## config.mk

```make
export PLATFORM = sky130hd
export DESIGN_NAME = websocket_frame_deframer
export DESIGN_NICKNAME = d
export VERILOG_FILES = /design/src/sv/wsd_pkg.sv /design/src/sv/websocket_frame_deframer.sv
export SDC_FILE = /design/constraint.sdc
export NUM_CORES = 1
export LEC_CHECK = 0
export ABC_AREA = 1
export ABC_CLOCK_PERIOD_IN_PS = 3100
export BUFFER_PORTS_ARGS = -buffer_cell sky130_fd_sc_hd__buf_4
export CORE_MARGIN = 4
export CORE_UTILIZATION = 55
export DETAILED_ROUTE_END_ITERATION = 10
export PLACE_DENSITY = 0.73
export SYNTH_ARGS = -nofsm -noshare
export SYNTH_HDL_FRONTEND = slang
export SYNTH_SLANG_ARGS = --single-unit
```

## constraint.sdc

```tcl
create_clock -name clock -period 3.1 [get_ports clock]
set_clock_uncertainty 0.15 [all_clocks]
set_input_delay 0.62 -clock clock [delete_from_list [all_inputs] [get_ports clock]]
set_output_delay 0.62 -clock clock [all_outputs]
set_load 0.05 [all_outputs]
```

## src/sv/wsd_pkg.sv

```systemverilog
// wsd_pkg: types and constants for the websocket frame deframer
// no dependencies; imported by websocket_frame_deframer
`timescale 1ns / 1ps

package wsd_pkg;

   // parser phase
   typedef enum logic [2:0] {
      PH_IDLE    = 3'd0,
      PH_LEN     = 3'd1,
      PH_EXT16   = 3'd2,
      PH_KEY     = 3'd3,
      PH_PAYLOAD = 3'd4
   } phase_type;

   // result kind codes
   localparam logic [1:0] KIND_DATA  = 2'd0;
   localparam logic [1:0] KIND_EMPTY = 2'd1;
   localparam logic [1:0] KIND_DISC  = 2'd2;

   // header constants
   localparam logic [6:0] LEN_CODE_EXT16 = 7'd126;
   localparam logic [6:0] LEN_CODE_EXT64 = 7'd127;
   localparam logic [3:0] OPCODE_BINARY  = 4'd2;
   localparam logic [1:0] KEY_LAST_BYTE  = 2'd3;

   // one result word
   typedef struct packed {
      logic [1:0] kind;
      logic [7:0] data;
      logic       last;
      logic [3:0] frame_opcode;
      logic       fin_bit;
      logic       was_masked;
   } result_type;

endpackage

```

## src/sv/websocket_frame_deframer.sv

```systemverilog
// websocket_frame_deframer: byte-serial websocket frame parser with result skid
// depends on wsd_pkg
`timescale 1ns / 1ps

// Parses a received websocket byte stream, one byte per word on the req_
// channel, and returns payload bytes unmasked with a last flag, an empty-frame
// marker for zero-length frames, or a disconnect for binary, control or
// 64-bit-length frames. Header bytes produce no other result. The block takes one
// byte every clock while req_stall is low: the parser state and the output
// register both update at the accepting edge, so a result is seen on the rsp_
// ports in the cycle after its byte is accepted unless an older result is held.
// A one-word skid behind the output register lets the parser accept while
// a result waits; req_stall rises only while that skid entry is occupied.
module websocket_frame_deframer
   import wsd_pkg::*;
(
   input  logic       clock,
   input  logic       reset,
   // input channel
   input  logic       req_valid,
   output logic       req_stall,
   input  logic [7:0] req_rx_byte,
   // result channel
   output logic       rsp_valid,
   input  logic       rsp_stall,
   output logic [1:0] rsp_kind,
   output logic [7:0] rsp_data,
   output logic       rsp_last,
   output logic [3:0] rsp_frame_opcode,
   output logic       rsp_fin_bit,
   output logic       rsp_was_masked
);

   // parser state
   phase_type   phase_ff, phase_in;
   logic [3:0]  cur_opcode_ff, cur_opcode_in;
   logic        cur_fin_ff, cur_fin_in;
   logic        mask_on_ff, mask_on_in;
   logic [15:0] payload_len_ff, payload_len_in;
   logic [1:0]  field_cnt_ff, field_cnt_in;
   logic [31:0] mask_key_ff, mask_key_in;
   logic [15:0] payload_cnt_ff, payload_cnt_in;

   // result path
   logic        out_valid_ff, out_valid_in;
   result_type  out_ff, out_in;
   logic        skid_valid_ff, skid_valid_in;
   result_type  skid_ff, skid_in;

   logic        accept;
   logic        take;
   logic        res_valid;
   result_type  res;
   logic [15:0] cnt_inc;
   logic [7:0]  key_byte;
   logic [6:0]  len_code;
   logic        disc_hit;

   assign accept    = req_valid && !req_stall;
   assign take      = out_valid_ff && !rsp_stall;
   assign req_stall = skid_valid_ff;

   // shared decode
   assign cnt_inc  = payload_cnt_ff + 16'd1;
   assign len_code = req_rx_byte[6:0];
   assign disc_hit = (cur_opcode_ff == OPCODE_BINARY) || cur_opcode_ff[3] ||
                     (len_code == LEN_CODE_EXT64);
   always_comb begin
      unique case (payload_cnt_ff[1:0])
         2'd0:    key_byte = mask_key_ff[31:24];
         2'd1:    key_byte = mask_key_ff[23:16];
         2'd2:    key_byte = mask_key_ff[15:8];
         default: key_byte = mask_key_ff[7:0];
      endcase
   end

   // next parser state
   always_comb begin
      phase_in       = phase_ff;
      cur_opcode_in  = cur_opcode_ff;
      cur_fin_in     = cur_fin_ff;
      mask_on_in     = mask_on_ff;
      payload_len_in = payload_len_ff;
      field_cnt_in   = field_cnt_ff;
      mask_key_in    = mask_key_ff;
      payload_cnt_in = payload_cnt_ff;
      unique case (phase_ff)
         PH_LEN: begin
            mask_on_in = req_rx_byte[7];
            if (disc_hit) begin
               phase_in = PH_IDLE;
            end else if (len_code == LEN_CODE_EXT16) begin
               payload_len_in = 16'd0;
               field_cnt_in   = 2'd0;
               phase_in       = PH_EXT16;
            end else begin
               payload_len_in = {9'd0, len_code};
               payload_cnt_in = 16'd0;
               field_cnt_in   = 2'd0;
               if (req_rx_byte[7]) begin
                  phase_in = PH_KEY;
               end else if (len_code == 7'd0) begin
                  phase_in = PH_IDLE;
               end else begin
                  phase_in = PH_PAYLOAD;
               end
            end
         end
         PH_EXT16: begin
            payload_len_in = {payload_len_ff[7:0], req_rx_byte};
            if (field_cnt_ff == 2'd0) begin
               field_cnt_in = 2'd1;
            end else begin
               payload_cnt_in = 16'd0;
               field_cnt_in   = 2'd0;
               if (mask_on_ff) begin
                  phase_in = PH_KEY;
               end else if ({payload_len_ff[7:0], req_rx_byte} == 16'd0) begin
                  phase_in = PH_IDLE;
               end else begin
                  phase_in = PH_PAYLOAD;
               end
            end
         end
         PH_KEY: begin
            mask_key_in = {mask_key_ff[23:0], req_rx_byte};
            if (field_cnt_ff != KEY_LAST_BYTE) begin
               field_cnt_in = field_cnt_ff + 2'd1;
            end else begin
               field_cnt_in = 2'd0;
               phase_in     = (payload_len_ff == 16'd0) ? PH_IDLE : PH_PAYLOAD;
            end
         end
         PH_PAYLOAD: begin
            payload_cnt_in = cnt_inc;
            if (cnt_inc == payload_len_ff) begin
               phase_in = PH_IDLE;
            end
         end
         default: begin
            cur_fin_in    = req_rx_byte[7];
            cur_opcode_in = req_rx_byte[3:0];
            phase_in      = PH_LEN;
         end
      endcase
   end

   // result produced by this byte
   always_comb begin
      res_valid        = 1'b0;
      res.kind         = KIND_DATA;
      res.data         = 8'd0;
      res.last         = 1'b0;
      res.frame_opcode = cur_opcode_in;
      res.fin_bit      = cur_fin_in;
      res.was_masked   = mask_on_in;
      unique case (phase_ff)
         PH_LEN: begin
            if (disc_hit) begin
               res_valid = 1'b1;
               res.kind  = KIND_DISC;
            end else if (len_code == 7'd0 && !req_rx_byte[7]) begin
               res_valid = 1'b1;
               res.kind  = KIND_EMPTY;
            end
         end
         PH_EXT16: begin
            if (field_cnt_ff != 2'd0 && !mask_on_ff &&
                {payload_len_ff[7:0], req_rx_byte} == 16'd0) begin
               res_valid = 1'b1;
               res.kind  = KIND_EMPTY;
            end
         end
         PH_KEY: begin
            if (field_cnt_ff == KEY_LAST_BYTE && payload_len_ff == 16'd0) begin
               res_valid = 1'b1;
               res.kind  = KIND_EMPTY;
            end
         end
         PH_PAYLOAD: begin
            res_valid = 1'b1;
            res.data  = mask_on_ff ? (req_rx_byte ^ key_byte) : req_rx_byte;
            res.last  = (cnt_inc == payload_len_ff);
         end
         default: begin
            res_valid = 1'b0;
         end
      endcase
   end

   // output register and skid routing
   always_comb begin
      out_valid_in  = out_valid_ff;
      out_in        = out_ff;
      skid_valid_in = skid_valid_ff;
      skid_in       = skid_ff;
      if (take) begin
         out_valid_in = skid_valid_ff;
         out_in       = skid_ff;
         skid_valid_in = 1'b0;
      end
      if (accept && res_valid) begin
         if (!out_valid_ff || take) begin
            out_valid_in = 1'b1;
            out_in       = res;
         end else begin
            skid_valid_in = 1'b1;
            skid_in       = res;
         end
      end
   end

   // control registers
   always_ff @(posedge clock) begin
      if (reset) begin
         phase_ff       <= PH_IDLE;
         cur_opcode_ff  <= 4'd0;
         cur_fin_ff     <= 1'b0;
         mask_on_ff     <= 1'b0;
         payload_len_ff <= 16'd0;
         field_cnt_ff   <= 2'd0;
         mask_key_ff    <= 32'd0;
         payload_cnt_ff <= 16'd0;
         out_valid_ff   <= 1'b0;
         skid_valid_ff  <= 1'b0;
      end else begin
         if (accept) begin
            phase_ff       <= phase_in;
            cur_opcode_ff  <= cur_opcode_in;
            cur_fin_ff     <= cur_fin_in;
            mask_on_ff     <= mask_on_in;
            payload_len_ff <= payload_len_in;
            field_cnt_ff   <= field_cnt_in;
            mask_key_ff    <= mask_key_in;
            payload_cnt_ff <= payload_cnt_in;
         end
         out_valid_ff  <= out_valid_in;
         skid_valid_ff <= skid_valid_in;
      end
   end

   // result payload registers
   always_ff @(posedge clock) begin
      out_ff  <= out_in;
      skid_ff <= skid_in;
   end

   assign rsp_valid        = out_valid_ff;
   assign rsp_kind         = out_ff.kind;
   assign rsp_data         = out_ff.data;
   assign rsp_last         = out_ff.last;
   assign rsp_frame_opcode = out_ff.frame_opcode;
   assign rsp_fin_bit      = out_ff.fin_bit;
   assign rsp_was_masked   = out_ff.was_masked;

`ifndef SYNTHESIS
   // skid only fills behind a held output word
   a_skid_behind_out: assert property (@(posedge clock) disable iff (reset)
      skid_valid_ff |-> out_valid_ff)
      else $error("skid word present without output word");

   // a stalled result is never dropped
   a_out_held: assert property (@(posedge clock) disable iff (reset)
      (out_valid_ff && rsp_stall) |=> out_valid_ff)
      else $error("stalled result lost");

   // payload phase always has bytes left to deliver
   a_payload_left: assert property (@(posedge clock) disable iff (reset)
      (phase_ff == PH_PAYLOAD) |-> (payload_cnt_ff < payload_len_ff))
      else $error("payload phase with no bytes left");

   // extended length takes only two bytes
   a_ext16_cnt: assert property (@(posedge clock) disable iff (reset)
      (phase_ff == PH_EXT16) |-> (field_cnt_ff <= 2'd1))
      else $error("extended length byte count overrun");

   // only defined kinds leave the block
   a_kind_valid: assert property (@(posedge clock) disable iff (reset)
      out_valid_ff |-> (out_ff.kind == KIND_DATA || out_ff.kind == KIND_EMPTY ||
                        out_ff.kind == KIND_DISC))
      else $error("undefined result kind");
`endif

endmodule

```

==> out/metrics.cfg <==
[timing]
worstMarginPinSlew_ns=0.786
finalSetupViolCount=0
max_freq_ghz=0.408
slew_headroom_pct=47.5
tns_ns=0
min_period_ns=2.45
holdWs_ns=0.324
timing.final.ws_setup_ns=0.650
hold_violations=0
drv_slew=0
min_period_over_period_pct=79.0
rsz0062_at_grt=false

[routing]
routedWlPerCell_um=14.2
vias_per_cell=5.56
wirelength_um=13300
post-route-drc-count=0
vias=5189
first_iter_violations=296
dr.pass1.iters=5
ant_nets=0

[die]
coreArea_um2=9820
start_util_pct=56.9
die_w_um=109
io_pins=31
num_rows=36
die_area_um2=11800
fp.dieH_um=109

[critical_path]
required_ns=3.24
cp-start-kind=register
critPathMaxFanout=8
crit_arrival_ns=2.59
endpoint_kind=register
worstSetupPathType=register to register

[clocking]
root_buffer=clkbuf_8
cts.clk_slew.worst_paths_ns=0.11
clock_sinks=111
cts_tree=yes
postCtsSetupBuffers=0
clockBufferDepth=2
cts_made_buffers=9
h-tree-depth=3
post_cts_resize_count=0
clk_latency_ns=0.38
hold_buffers=0

[logic_synthesis]
mappedNetlistArea_um2=5590
yosysMostFrequentCell=nand2_1
syn-num-nets=796
syn_inst=777
synthAdderAreaFrac_pct=1.57
synth_edf_count=17
synth_top_family_by_area=simple AND/OR/NAND/NOR gates
ys_seq_area_share_pct=42.8
synth_flop_cell=dfxtp_1
yosysWarnings=0
ys_ff_latch=111
avgSynthCellArea_um2=7.19
synth-simple-area-share_pct=27.1
yosysTopAreaCell=dfxtp_1
synth_area_leaders=dfxtp_1, nand2_1, edfxtp_1, nor2_1, a21oi_1
synth_xor_area_share_pct=0.873
muxShareOfSynthArea_pct=0.179
synth_top_area_share_pct=33.7
synthArstFlopShare_pct=0
synth.top_cells.by_count=nand2_1, dfxtp_1, nor2_1
yosysUniqueCellTypes=40
synth_compound_area_share_pct=18.7

[power_and_ir_drop]
power.density_nw_per_um2=732
leakagePower_nw=2.52
ir_drop_mv=0.418

[placed_design]
dp_cells=918
place.gp.congestion=0.887
io_buffers=30
dpl.hpwl_um=9540
dpl_worst_slack_ns=0.618
place_area_um2=5910

[final_layout]
final_cell_area_um2=6140
multi_input_area_um2=2700
regArea_um2=2390
finalNonFillerCells=934
final_nets=815
drive_gt1_share_pct=11.5
area_delta_synth_final_pct=9.92
antenna_cells=0
fill_cells=907

[global_route]
antenna_found_initial=0
grt.total_usage_pct=23.6
grt_max_degree=40
grt_remaining_overflow=0
grt_pass1_wl_um=22300
grt_pass1_vias=4718

[run_status]
status=completed

[worst_hold_path]
hold_path.class=register to register

[job]
maxCapViolations=0

-- routing by layer --
layer,part of all wire (%),up-vias,track usage [%]
met5,0,-,0
met2,46,191,37.8
li1,-,2607,-
met3,6.3,28,3.37
met1,46,2363,31.7
met4,2.3,0,10.9
-- final timing paths --
path	from	endpoint	slack [ns]	cells past startpoint
max	payload_cnt_ff[0]$_SDFFE_PP0P_	phase_ff[2]$_SDFFE_PP0P_	0.65	14
min	payload_len_ff[10]$_SDFFE_PP0P_	payload_len_ff[10]$_SDFFE_PP0P_	0.32	2
max reg2reg	payload_cnt_ff[0]$_SDFFE_PP0P_	phase_ff[2]$_SDFFE_PP0P_	0.65	14
min reg2reg	payload_len_ff[10]$_SDFFE_PP0P_	payload_len_ff[10]$_SDFFE_PP0P_	0.32	2
-- per-stage QoR --
step | total power [mW] | util (%)
finish | 4.50 | 62.6
global route | 4.76 | 62.6
CTS | 4.52 | 62.6
detailed placement | 3.50 | 60.2
global placement | 3.46 | 60.2
floorplan | 3.08 | -
-- cells in the final DEF, fill, tap and decap left out, types with 2 or more instances in the layout --
master,count
nor2_2,7
nor3_4,2
nand2_1,180
nand2_2,3
dfxtp_1,94
inv_1,80
nand3_1,38
nor2_4,3
a211oi_2,3
inv_2,10
buf_4,41
nand4_1,8
edfxtp_1,17
a31oi_1,35
nand3_2,5
a21oi_1,65
o21ai_1,14
bufinv_16,3
o21ai_0,46
clkbuf_8,9
clkinvlp_4,2
xor2_1,2
a211oi_1,17
nor2_1,93
ha_1,7
and2_1,2
nor3_2,2
-- flip-flops by register name, summed over array words and instances (netlist names), 2 cells and up, named ones only --
register,cells
payload_len_ff,16
cur_opcode_ff,4
mask_key_ff,32
rsp_frame_opcode,4
rsp_kind,2
payload_cnt_ff,16
field_cnt_ff,2
rsp_data,8
phase_ff,3
skid_ff,17
-- cell type report --
| cell class | count | share of cell area, % |
|---|---|---|
| inverters | 90 | 5.50 |
| repair buffers | 41 | 5.01 |
| multi-input cells | 543 | 44.0 |
| clock buffers | 10 | 2.08 |
| clock inverters | 6 | 1.77 |
| flip-flops and latches | 111 | 38.9 |
| well taps | 133 | 2.71 |
-- logic make-up (layout without fill, tap and decap cells) --
group	count (synthesis)	count (layout)
and+or+nand+nor	347	347
AOI/OAI and AO/OA	184	184
buffers and inverters	123	147
DFF	111	111
adders and majority gates	7	7
xor gates and xnor gates	4	4
muxes	1	1
-- where the power goes --
group | switching, mW | internal (mW) | total, mW | leakage, nW
Sequential | 0.169 | 1.69 | 1.86 | 0.932
Clock | 0.490 | 0.534 | 1.02 | 0.110
Combinational | 1.11 | 0.497 | 1.61 | 1.48
-- worst max-delay path, stage by stage (launching register included) --
cell and delay [ns]:
dfxtp_1 0.49, ha_1 0.25, nand2_1 0.15, nor2_4 0.24, nand2_1 0.14, nand3_1 0.09
nand3_1 0.08, nor2_1 0.13, nand2_1 0.06, nor2_1 0.16, nand3_2 0.11, nand2_2 0.12
nand3_1 0.08, nand2_1 0.07, nor2_1 0.05
(Power assumes the default switching activity.)
